===== src/rtl/dns_response_a_record_parser_assert.svh =====
// Assertion macros for the DNS response A-record parser.
// Used by the top level; the clock clk and reset arst_n must be in scope.
`ifndef DNS_RESPONSE_A_RECORD_PARSER_ASSERT_SVH
`define DNS_RESPONSE_A_RECORD_PARSER_ASSERT_SVH

// The consequent must hold in the same cycle as the antecedent.
`define DNSAP_ASSERT_SAME(lbl, ante, cons, msg) \
	lbl: assert property (@(posedge clk) disable iff (!arst_n) (ante) |-> (cons)) \
		else $error(msg);

// The consequent must hold in the cycle after the antecedent.
`define DNSAP_ASSERT_NEXT(lbl, ante, cons, msg) \
	lbl: assert property (@(posedge clk) disable iff (!arst_n) (ante) |=> (cons)) \
		else $error(msg);

`endif


===== src/rtl/dnsap_pkg.sv =====
// Package for the DNS response A-record parser: phase codes, status codes,
// the result record and header and record layout constants. No dependencies.
`timescale 1ns / 1ps

package dnsap_pkg;

	localparam int OFFSET_BITS_DEF = 16;

	localparam int HDR_LEN     = 12;
	localparam int HDR_IDX_W   = $clog2(HDR_LEN);
	localparam int FIELD_LEN   = 10;
	localparam int FIELD_IDX_W = $clog2(FIELD_LEN + 1);
	localparam int RDATA_LEN   = 4;

	localparam logic [15:0] ID_RESET   = 16'h1234;
	localparam logic [15:0] RCODE_MASK = 16'h000F;
	localparam logic [15:0] QR_MASK    = 16'h8000;
	localparam logic [7:0]  PTR_MASK   = 8'hC0;
	localparam logic [15:0] TYPE_A     = 16'd1;

	localparam logic [2:0] ST_SHORT     = 3'd0;
	localparam logic [2:0] ST_WRONG_ID  = 3'd1;
	localparam logic [2:0] ST_SRV_ERROR = 3'd2;
	localparam logic [2:0] ST_NOT_RESP  = 3'd3;
	localparam logic [2:0] ST_NO_ANSWER = 3'd4;
	localparam logic [2:0] ST_MALFORMED = 3'd5;
	localparam logic [2:0] ST_FOUND     = 3'd6;
	localparam logic [2:0] ST_NONE      = 3'd7;

	// Header check passed.
	localparam logic [2:0] VERDICT_OK = 3'd0;

	typedef enum logic [10:0] {
		PH_HEADER   = 11'b000_0000_0001,
		PH_Q_LABEL  = 11'b000_0000_0010,
		PH_Q_AFTER  = 11'b000_0000_0100,
		PH_A_ENTRY  = 11'b000_0000_1000,
		PH_A_START  = 11'b000_0001_0000,
		PH_A_LABEL  = 11'b000_0010_0000,
		PH_A_AFTER  = 11'b000_0100_0000,
		PH_A_FIELDS = 11'b000_1000_0000,
		PH_A_RDATA  = 11'b001_0000_0000,
		PH_DONE     = 11'b010_0000_0000,
		PH_HDR_FAIL = 11'b100_0000_0000
	} phase_t;

	typedef struct packed {
		logic [2:0]  status;
		logic [31:0] address;
		logic [3:0]  response_code;
		logic        wait_cleared;
	} result_t;

endpackage


===== src/rtl/dns_response_a_record_parser.sv =====
// Top level of the DNS response A-record parser: expected-ID register,
// byte parser and result queue. Depends on dnsap_pkg, dnsap_parse, dnsap_outq and the assertion header.
//
// Usage: the packet enters on the input channel one payload byte per
// transfer (data_byte), with last_byte set on the final byte. Each packet
// gives exactly one result on the output channel: status, address,
// response_code and wait_cleared. Bytes other than the final one give none.
// The expected transaction ID is written through cfg_wr_en / cfg_wr_data
// while the block is idle; it is compared when the twelfth byte arrives.
//
// Throughput is one byte per cycle while in_ready is high: each byte only
// updates counters and compares, in combinational parser logic. The result
// is pushed into the queue, and out_valid is high the cycle after the final byte's transfer.
// A two-entry result queue sits between the parser and the output, so bytes
// keep flowing while a result waits; in_ready drops only while both queue
// entries are held by a stalled receiver.
//
// Reset clears the packet state, the kept address and the queue, and loads
// the expected ID with 0x1234.
`timescale 1ns / 1ps

module dns_response_a_record_parser #(
	parameter int OFFSET_BITS = dnsap_pkg::OFFSET_BITS_DEF
) (
	input  logic        clk,
	input  logic        arst_n,
	input  logic        cfg_wr_en,
	input  logic [15:0] cfg_wr_data,
	input  logic        in_valid,
	output logic        in_ready,
	input  logic [7:0]  data_byte,
	input  logic        last_byte,
	output logic        out_valid,
	input  logic        out_ready,
	output logic [2:0]  status,
	output logic [31:0] address,
	output logic [3:0]  response_code,
	output logic        wait_cleared
);
	import dnsap_pkg::*;

	logic [15:0] expected_id_q;
	logic        take;
	logic        res_push;
	result_t     res;
	result_t     res_out;

	// Configuration register, written without handshake.
	always_ff @(posedge clk or negedge arst_n) begin
		if (!arst_n) begin
			expected_id_q <= ID_RESET;
		end else if (cfg_wr_en) begin
			expected_id_q <= cfg_wr_data;
		end
	end

	// A byte transfer needs a free queue entry, since any byte may end a packet.
	assign take = in_valid && in_ready;

	dnsap_parse #(
		.OFFSET_BITS(OFFSET_BITS)
	) u_parse (
		.clk         (clk),
		.arst_n      (arst_n),
		.take        (take),
		.data_byte   (data_byte),
		.last_byte   (last_byte),
		.expected_id (expected_id_q),
		.res_push    (res_push),
		.res         (res)
	);

	dnsap_outq u_outq (
		.clk       (clk),
		.arst_n    (arst_n),
		.push      (res_push),
		.push_data (res),
		.has_room  (in_ready),
		.out_valid (out_valid),
		.out_ready (out_ready),
		.out_data  (res_out)
	);

	assign status        = res_out.status;
	assign address       = res_out.address;
	assign response_code = res_out.response_code;
	assign wait_cleared  = res_out.wait_cleared;

`include "dns_response_a_record_parser_assert.svh"

	`DNSAP_ASSERT_SAME(a_push_on_last, res_push, take && last_byte, "result without final byte")
	`DNSAP_ASSERT_NEXT(a_push_shows, res_push, out_valid, "pushed result not presented")
	`DNSAP_ASSERT_SAME(a_found_clears, out_valid && status == ST_FOUND, wait_cleared, "found must clear wait")
	`DNSAP_ASSERT_SAME(a_addr_zero, out_valid && status != ST_FOUND, address == 32'd0, "address outside found")
	`DNSAP_ASSERT_SAME(a_short_rcode, out_valid && status == ST_SHORT, response_code == 4'd0, "rcode on short packet")

endmodule


===== src/rtl/dnsap_parse.sv =====
// Byte-wise packet parser: holds the packet state and produces the outcome
// on the final byte of each packet. Depends on dnsap_pkg.
`timescale 1ns / 1ps

module dnsap_parse #(
	parameter int OFFSET_BITS = dnsap_pkg::OFFSET_BITS_DEF
) (
	input  logic                clk,
	input  logic                arst_n,
	input  logic                take,
	input  logic [7:0]          data_byte,
	input  logic                last_byte,
	input  logic [15:0]         expected_id,
	output logic                res_push,
	output dnsap_pkg::result_t  res
);
	import dnsap_pkg::*;

	localparam logic [OFFSET_BITS-1:0] OFF_MAX = {OFFSET_BITS{1'b1}};

	logic [OFFSET_BITS-1:0] offset_q, offset_n;
	phase_t                 phase_q, phase_n;
	logic [15:0]            skip_q, skip_n;
	logic [15:0]            section_q, section_n;
	logic [FIELD_IDX_W-1:0] idx_q, idx_n;
	logic [2:0]             verdict_q, verdict_n;
	logic                   found_flag_q, found_flag_n;
	logic [31:0]            found_addr_q, found_addr_n;

	logic [7:0]  hdr_q [HDR_LEN];
	logic [7:0]  type_hi_q, type_lo_q, rdlen_hi_q;
	logic [23:0] addr_lo_q;

	logic                 hdr_we;
	logic [HDR_IDX_W-1:0] hdr_idx;
	logic                 type_hi_we, type_lo_we, rdlen_hi_we;
	logic                 addr_we;
	logic [7:0]           type_hi_d;

	logic        ptr;
	logic        q_done;
	logic [15:0] sec_dec;
	logic [15:0] an_word, qd_word, id_word, flags_word, type_word, rdlen_word;
	logic [2:0]  status_d;

	assign ptr        = (data_byte & PTR_MASK) == PTR_MASK;
	assign id_word    = {hdr_q[0], hdr_q[1]};
	assign flags_word = {hdr_q[2], hdr_q[3]};
	assign qd_word    = {hdr_q[4], hdr_q[5]};
	assign an_word    = {hdr_q[6], hdr_q[7]};
	assign type_word  = {type_hi_q, type_lo_q};
	assign rdlen_word = {rdlen_hi_q, data_byte};
	assign sec_dec    = section_q - 16'd1;

	always_comb begin
		offset_n     = offset_q;
		phase_n      = phase_q;
		skip_n       = skip_q;
		section_n    = section_q;
		idx_n        = idx_q;
		verdict_n    = verdict_q;
		found_flag_n = found_flag_q;
		found_addr_n = found_addr_q;
		hdr_we       = 1'b0;
		hdr_idx      = offset_q[HDR_IDX_W-1:0];
		type_hi_we   = 1'b0;
		type_hi_d    = data_byte;
		type_lo_we   = 1'b0;
		rdlen_hi_we  = 1'b0;
		addr_we      = 1'b0;
		q_done       = 1'b0;
		status_d     = ST_SHORT;
		res_push     = 1'b0;
		res          = '0;

		if (take && offset_q != OFF_MAX) begin
			offset_n = offset_q + OFFSET_BITS'(1);
			if (skip_q != 16'd0) begin
				skip_n = skip_q - 16'd1;
			end else begin
				unique case (phase_q)
					PH_HEADER: begin
						hdr_we = offset_q < OFFSET_BITS'(HDR_LEN);
						if (offset_q == OFFSET_BITS'(HDR_LEN - 1)) begin
							priority if (id_word != expected_id) begin
								verdict_n = ST_WRONG_ID;
							end else if ((flags_word & RCODE_MASK) != 16'd0) begin
								verdict_n = ST_SRV_ERROR;
							end else if ((flags_word & QR_MASK) == 16'd0) begin
								verdict_n = ST_NOT_RESP;
							end else if (an_word == 16'd0) begin
								verdict_n = ST_NO_ANSWER;
							end else begin
								verdict_n = VERDICT_OK;
							end
							if (verdict_n != VERDICT_OK) begin
								phase_n = PH_HDR_FAIL;
							end else if (qd_word != 16'd0) begin
								section_n = qd_word;
								phase_n   = PH_Q_LABEL;
							end else begin
								section_n = an_word;
								phase_n   = PH_A_ENTRY;
							end
						end
					end
					PH_Q_LABEL: begin
						if (data_byte == 8'd0) begin
							skip_n = 16'd4;
							q_done = 1'b1;
						end else if (ptr) begin
							skip_n  = 16'd1;
							phase_n = PH_Q_AFTER;
						end else begin
							skip_n = {8'd0, data_byte};
						end
					end
					PH_Q_AFTER: begin
						skip_n = (data_byte == 8'd0) ? 16'd4 : 16'd3;
						q_done = 1'b1;
					end
					PH_A_ENTRY, PH_A_START: begin
						if (ptr) begin
							skip_n  = 16'd1;
							phase_n = PH_A_FIELDS;
							idx_n   = '0;
						end else if (data_byte == 8'd0) begin
							phase_n = PH_A_FIELDS;
							idx_n   = '0;
						end else begin
							skip_n  = {8'd0, data_byte};
							phase_n = PH_A_LABEL;
						end
					end
					PH_A_LABEL: begin
						if (data_byte == 8'd0) begin
							phase_n = PH_A_FIELDS;
							idx_n   = '0;
						end else if (ptr) begin
							skip_n  = 16'd1;
							phase_n = PH_A_AFTER;
						end else begin
							skip_n = {8'd0, data_byte};
						end
					end
					PH_A_AFTER: begin
						phase_n = PH_A_FIELDS;
						idx_n   = '0;
						if (data_byte != 8'd0) begin
							type_hi_we = 1'b1;
							idx_n      = FIELD_IDX_W'(1);
						end
					end
					PH_A_FIELDS: begin
						type_hi_we  = idx_q == FIELD_IDX_W'(0);
						type_lo_we  = idx_q == FIELD_IDX_W'(1);
						rdlen_hi_we = idx_q == FIELD_IDX_W'(FIELD_LEN - 2);
						idx_n       = idx_q + FIELD_IDX_W'(1);
						if (idx_q == FIELD_IDX_W'(FIELD_LEN - 1)) begin
							if (type_word == TYPE_A && rdlen_word == 16'(RDATA_LEN)) begin
								phase_n = PH_A_RDATA;
								idx_n   = '0;
							end else begin
								skip_n    = rdlen_word;
								section_n = sec_dec;
								phase_n   = (sec_dec == 16'd0) ? PH_DONE : PH_A_START;
							end
						end
					end
					PH_A_RDATA: begin
						addr_we = 1'b1;
						idx_n   = idx_q + FIELD_IDX_W'(1);
						if (idx_q == FIELD_IDX_W'(RDATA_LEN - 1)) begin
							found_addr_n = {data_byte, addr_lo_q};
							found_flag_n = 1'b1;
							phase_n      = PH_DONE;
						end
					end
					default: begin
					end
				endcase
				if (q_done) begin
					if (sec_dec == 16'd0) begin
						section_n = an_word;
						phase_n   = PH_A_ENTRY;
					end else begin
						section_n = sec_dec;
						phase_n   = PH_Q_LABEL;
					end
				end
			end
		end

		if (take && last_byte) begin
			priority if (phase_n == PH_HEADER) begin
				status_d = ST_SHORT;
			end else if (phase_n == PH_HDR_FAIL) begin
				status_d = verdict_n;
			end else if (phase_n == PH_Q_LABEL || phase_n == PH_Q_AFTER ||
					phase_n == PH_A_ENTRY) begin
				status_d = ST_MALFORMED;
			end else if (found_flag_n) begin
				status_d = ST_FOUND;
			end else begin
				status_d = ST_NONE;
			end
			res_push          = 1'b1;
			res.status        = status_d;
			res.address       = (status_d == ST_FOUND) ? found_addr_n : 32'd0;
			res.response_code = (status_d == ST_SHORT) ? 4'd0 : hdr_q[3][3:0];
			res.wait_cleared  = status_d == ST_SRV_ERROR || status_d == ST_NO_ANSWER ||
				status_d == ST_MALFORMED || status_d == ST_FOUND ||
				(status_d == ST_NONE && found_addr_n == 32'd0);

			// The packet is finished: everything but the kept address starts over.
			offset_n     = '0;
			phase_n      = PH_HEADER;
			skip_n       = '0;
			section_n    = '0;
			idx_n        = '0;
			verdict_n    = VERDICT_OK;
			found_flag_n = 1'b0;
		end
	end

	always_ff @(posedge clk or negedge arst_n) begin
		if (!arst_n) begin
			offset_q     <= '0;
			phase_q      <= PH_HEADER;
			skip_q       <= '0;
			section_q    <= '0;
			idx_q        <= '0;
			verdict_q    <= VERDICT_OK;
			found_flag_q <= 1'b0;
			found_addr_q <= '0;
		end else begin
			offset_q     <= offset_n;
			phase_q      <= phase_n;
			skip_q       <= skip_n;
			section_q    <= section_n;
			idx_q        <= idx_n;
			verdict_q    <= verdict_n;
			found_flag_q <= found_flag_n;
			found_addr_q <= found_addr_n;
		end
	end

	always_ff @(posedge clk) begin
		if (hdr_we) begin
			hdr_q[hdr_idx] <= data_byte;
		end
		if (type_hi_we) begin
			type_hi_q <= type_hi_d;
		end
		if (type_lo_we) begin
			type_lo_q <= data_byte;
		end
		if (rdlen_hi_we) begin
			rdlen_hi_q <= data_byte;
		end
		if (addr_we) begin
			unique case (idx_q[1:0])
				2'd0: addr_lo_q[7:0]   <= data_byte;
				2'd1: addr_lo_q[15:8]  <= data_byte;
				2'd2: addr_lo_q[23:16] <= data_byte;
				default: begin
				end
			endcase
		end
	end

endmodule


===== src/rtl/dnsap_outq.sv =====
// Two-entry result queue between the parser and the result channel.
// Depends on dnsap_pkg.
`timescale 1ns / 1ps

module dnsap_outq (
	input  logic               clk,
	input  logic               arst_n,
	input  logic               push,
	input  dnsap_pkg::result_t push_data,
	output logic               has_room,
	output logic               out_valid,
	input  logic               out_ready,
	output dnsap_pkg::result_t out_data
);
	import dnsap_pkg::*;

	result_t    mem [2];
	logic       wr_ptr_q, rd_ptr_q;
	logic [1:0] count_q;
	logic       pop;

	assign out_valid = count_q != 2'd0;
	assign has_room  = count_q != 2'd2;
	assign pop       = out_valid && out_ready;
	assign out_data  = mem[rd_ptr_q];

	always_ff @(posedge clk or negedge arst_n) begin
		if (!arst_n) begin
			wr_ptr_q <= 1'b0;
			rd_ptr_q <= 1'b0;
			count_q  <= 2'd0;
		end else begin
			if (push) begin
				wr_ptr_q <= ~wr_ptr_q;
			end
			if (pop) begin
				rd_ptr_q <= ~rd_ptr_q;
			end
			count_q <= count_q + {1'b0, push} - {1'b0, pop};
		end
	end

	always_ff @(posedge clk) begin
		if (push) begin
			mem[wr_ptr_q] <= push_data;
		end
	end

endmodule


===== config.mk =====
export PLATFORM = sky130hd
export DESIGN_NAME = dns_response_a_record_parser
export DESIGN_NICKNAME = d
export VERILOG_FILES = /design/src/rtl/dnsap_pkg.sv /design/src/rtl/dns_response_a_record_parser.sv /design/src/rtl/dnsap_parse.sv /design/src/rtl/dnsap_outq.sv
export VERILOG_INCLUDE_DIRS = /design/src /design/src/rtl
export SDC_FILE = /design/constraint.sdc
export NUM_CORES = 1
export LEC_CHECK = 0
export BUFFER_PORTS_ARGS = -buffer_cell sky130_fd_sc_hd__clkbuf_2
export CORE_MARGIN = 8
export CORE_UTILIZATION = 45
export CTS_CLUSTER_DIAMETER = 60
export DETAILED_ROUTE_END_ITERATION = 12
export SKIP_LAST_GASP = 1
export SLEW_MARGIN = 30
export SYNTH_ARGS = -nofsm -noshare
export SYNTH_HDL_FRONTEND = slang
export SYNTH_SLANG_ARGS = --single-unit

===== constraint.sdc =====
create_clock -name clk -period 5.2 [get_ports clk]
set_clock_uncertainty 0.05 [all_clocks]
set_input_delay 1.04 -clock clk [delete_from_list [all_inputs] [get_ports clk]]
set_output_delay 1.04 -clock clk [all_outputs]
set_load 0.005 [all_outputs]

==> results_dict.tcl <==
set metrics [dict create \
    outcome "finished clean" \
    hp-class "in -> async" \
    synth_top_area_share_pct 37.9 \
    crit_chain "inv_1 -> ha_1 -> or4b_4 -> or3_1 -> nor3_4 -> nand2_1 -> buf_4 -> nor4_1 -> nor3_1 -> or4_1 -> o22ai_1 -> o211a_4 -> buf_12 -> nor4b_2" \
    finish.utilization_pct 52.3 \
    power.internal_mw 4.77 \
    worstSetupPathType "reg -> reg" \
    worst_hold_slack_ps 423 \
    swShare_pct 29.5 \
    synth-seq-cells 300 \
    slew_viol_final 0 \
    ctsResizeCount 0 \
    post-dp-hpwl_um 24400 \
    stdcell_count 1725 \
    arrival_ps 4790 \
    synth_top_family_by_area "simple AND/OR/NAND/NOR gates" \
    drtPass1Iterations 7 \
    dp_cells 1655 \
    syn_area_per_cell_sq_um 11.9 \
    relSlewSlack_pct 34.4 \
    setup_viol 0 \
    synth-xor-area-share_pct 2.87 \
    final_nets 1336 \
    drt_iter0_markers 855 \
    rsz0062_at_grt "no" \
    critPathLaunchType "flop" \
    cap_violations 0 \
    crit_path_top_delay_cell "or4_1" \
    antenna_found_initial 0 \
    root_buffer "clkbuf_16" \
    synth.most_common_cell "edfxtp_1" \
    num_io_pins 72 \
    synth-simple-area-share_pct 20.8 \
    peakVddDrop_uv 328 \
    wirelength_um 35700 \
    clkPwrFrac_pct 37.0 \
    numPortBuffers 71 \
    start_util_pct 45.6 \
    r2r-start "u_parse.skip_q[0]$_DFFE_PN0P_" \
    clk_latency_ps 530 \
    vias_per_cell 5.74 \
    ys.flop_type "edfxtp_1" \
    dieHeight_um 195 \
    diodes 0 \
    htreeDepth 2 \
    cp_slowest_stage_delay_ps 580 \
    die_w_um 195 \
    synth_edf_count 181 \
    cts_hold_buf 0 \
    synth_compound_gate_area_share_pct 8.22 \
    cts_sinks 300 \
    fmax_mhz 218 \
    cp-startpoint "u_parse.skip_q[0]$_DFFE_PN0P_" \
    cp.required_ps 5410 \
    critical_path_buf_inv_count 3 \
    worst_slew_pin_slew_ps 976 \
    ys_top_cells_by_area "edfxtp_1, dfrtp_1, mux2_2" \
    crit_fanout 21 \
    synth_seq_area_share_pct 58.7 \
    die_area_sq_mm 0.0378 \
    area_growth_pct 14.8 \
    numCtsBuffers 38 \
    min_period_ps 4580 \
    cts_setup_buffers 0 \
    seqPwrFrac_pct 41.9 \
    synth_common_cells "edfxtp_1, nand2_1, dfrtp_1" \
    grt_pass1_wl_um 56700 \
    drc 0 \
    nFillCells 2707 \
    grt_max_degree 65 \
    ys_async_sr_fraction_pct 39.7 \
    wl_per_cell_um 20.7 \
    syn_nets 1245 \
    synthAdderAreaFrac_pct 1.13 \
    yosysWarningCount 0 \
    grt_pass1_vias 9872 \
    vias 9898 \
    p_comb_share_pct 21.0 \
    path_delay_family "simple AND/OR/NAND/NOR gates" \
    synth_cells 1202 \
    yosysUniqueCellTypes 82 \
    track_usage_pct 18.7 \
    clk_path_buf_depth 3 \
    core_sq_mm 0.0315 \
    leakage_nw 6.37 \
    hold_violations 0 \
    cts_tree "done" \
    synthesis.area_sq_mm 0.0143 \
    r2r-end "u_outq.mem[1][12]$_DFFE_PP_" \
    rows 65 \
    gp_congestion 0.898 \
    synth_top_area_cell "edfxtp_1" \
    muxShareOfSynthArea_pct 5.95 \
    layout_worst_path_cycle_share_pct 88.1 \
    p_per_area_mw_per_mm2 411 \
    grt_overflow 0 \
    layout-drive-gt1-share_pct 22.8 \
    fin_tns_setup_ps 0 \
    regToRegSetupSlack_ps 620 \
    antenna_left 0 \
    r2r_cells 14 \
    p_sw_mw 1.99 \
    end_kind "flop" \
    cts.reportedPaths.clkPinSlew_ps 60 \
]
-- cells by family after synthesis --
family	Yosys count
adders and majority gates	13
AOI/OAI and AO/OA	181
and+or+nand+nor	514
xor gates and xnor gates	47
buffers and inverters	70
DFF	300
muxes	77
-- flip-flops by register name, summed over array words and instances, names as in the netlist, 8 cells and up --
signal                flops
u_parse.type_hi_q         8
u_parse.section_q        16
u_parse.offset_q         16
u_parse.type_lo_q         8
u_parse.found_addr_q     32
u_parse.hdr_q            53
expected_id_q            16
u_parse.addr_lo_q        24
u_outq.mem               80
u_parse.skip_q           16
u_parse.phase_q          11
u_parse.rdlen_hi_q        8
-- cell type report --
cell class / instances / area [sq um] / share of cell area [%]
clock inverters: 19 / 156 / 0.950
well taps: 402 / 503 / 3.05
clock buffers: 51 / 1050 / 6.38
inverters: 15 / 56.3 / 0.342
multi-input cells: 832 / 5620 / 34.1
repair buffers: 106 / 658 / 4.00
flip-flops and latches: 300 / 8420 / 51.1
-- power groups by stage --
stage | registers [mW] | clock network, mW | logic [mW]
6_report | 2.84 | 2.50 | 1.42
5_1_grt | 2.86 | 2.66 | 1.57
4_1_cts | 2.83 | 2.56 | 1.45
3_5_place_dp | 2.88 | 0 | 1.44
3_3_place_gp | 2.87 | 0 | 1.43
2_1_floorplan | 2.84 | 0 | 0.974
-- metal layers --
| layer | track usage (%) | vias up | routed length, um | part of all wire (%) |
|---|---|---|---|---|
| met4 | 6.28 | 0 | 924 | 2.6 |
| li1 | - | 4694 | - | - |
| met3 | 3.30 | 65 | 1870 | 5.2 |
| met5 | 0 | - | 0 | 0 |
| met2 | 30.0 | 268 | 16800 | 47 |
| met1 | 25.2 | 4871 | 16100 | 45 |
-- how the worst max path moves through the flow --
stage,to,depth (start not counted)
final,u_outq.mem[1][12]$_DFFE_PP_,14
after global routing,u_outq.mem[1][12]$_DFFE_PP_,13
after CTS,u_outq.mem[1][12]$_DFFE_PP_,14
after detailed placement,u_outq.mem[1][12]$_DFFE_PP_,12
after global placement,u_outq.mem[0][13]$_DFFE_PP_,12
after floorplan,u_outq.mem[0][19]$_DFFE_PP_,12
-- cell usage in the layout, fill, tap and decap left out, drive strengths merged, types with 41 or more instances in the layout --
| cell | n |
|---|---|
| nor4 | 48 |
| clkbuf | 121 |
| nand2 | 141 |
| a21oi | 59 |
| nor3 | 41 |
| nor2 | 103 |
| dfrtp | 113 |
| mux2 | 66 |
| o21ai | 45 |
| edfxtp | 181 |
-- through the flow --
step | area [sq um] | total power, mW | worst slack, ps
2_1_floorplan | 14300 | 3.82 | 981
3_3_place_gp | 15300 | 4.31 | 334
3_5_place_dp | 15300 | 4.32 | 209
4_1_cts | 16500 | 6.84 | 647
5_1_grt | 16500 | 7.08 | 398
6_report | 16500 | 6.76 | 617
Power figures use the tool's default switching activity.
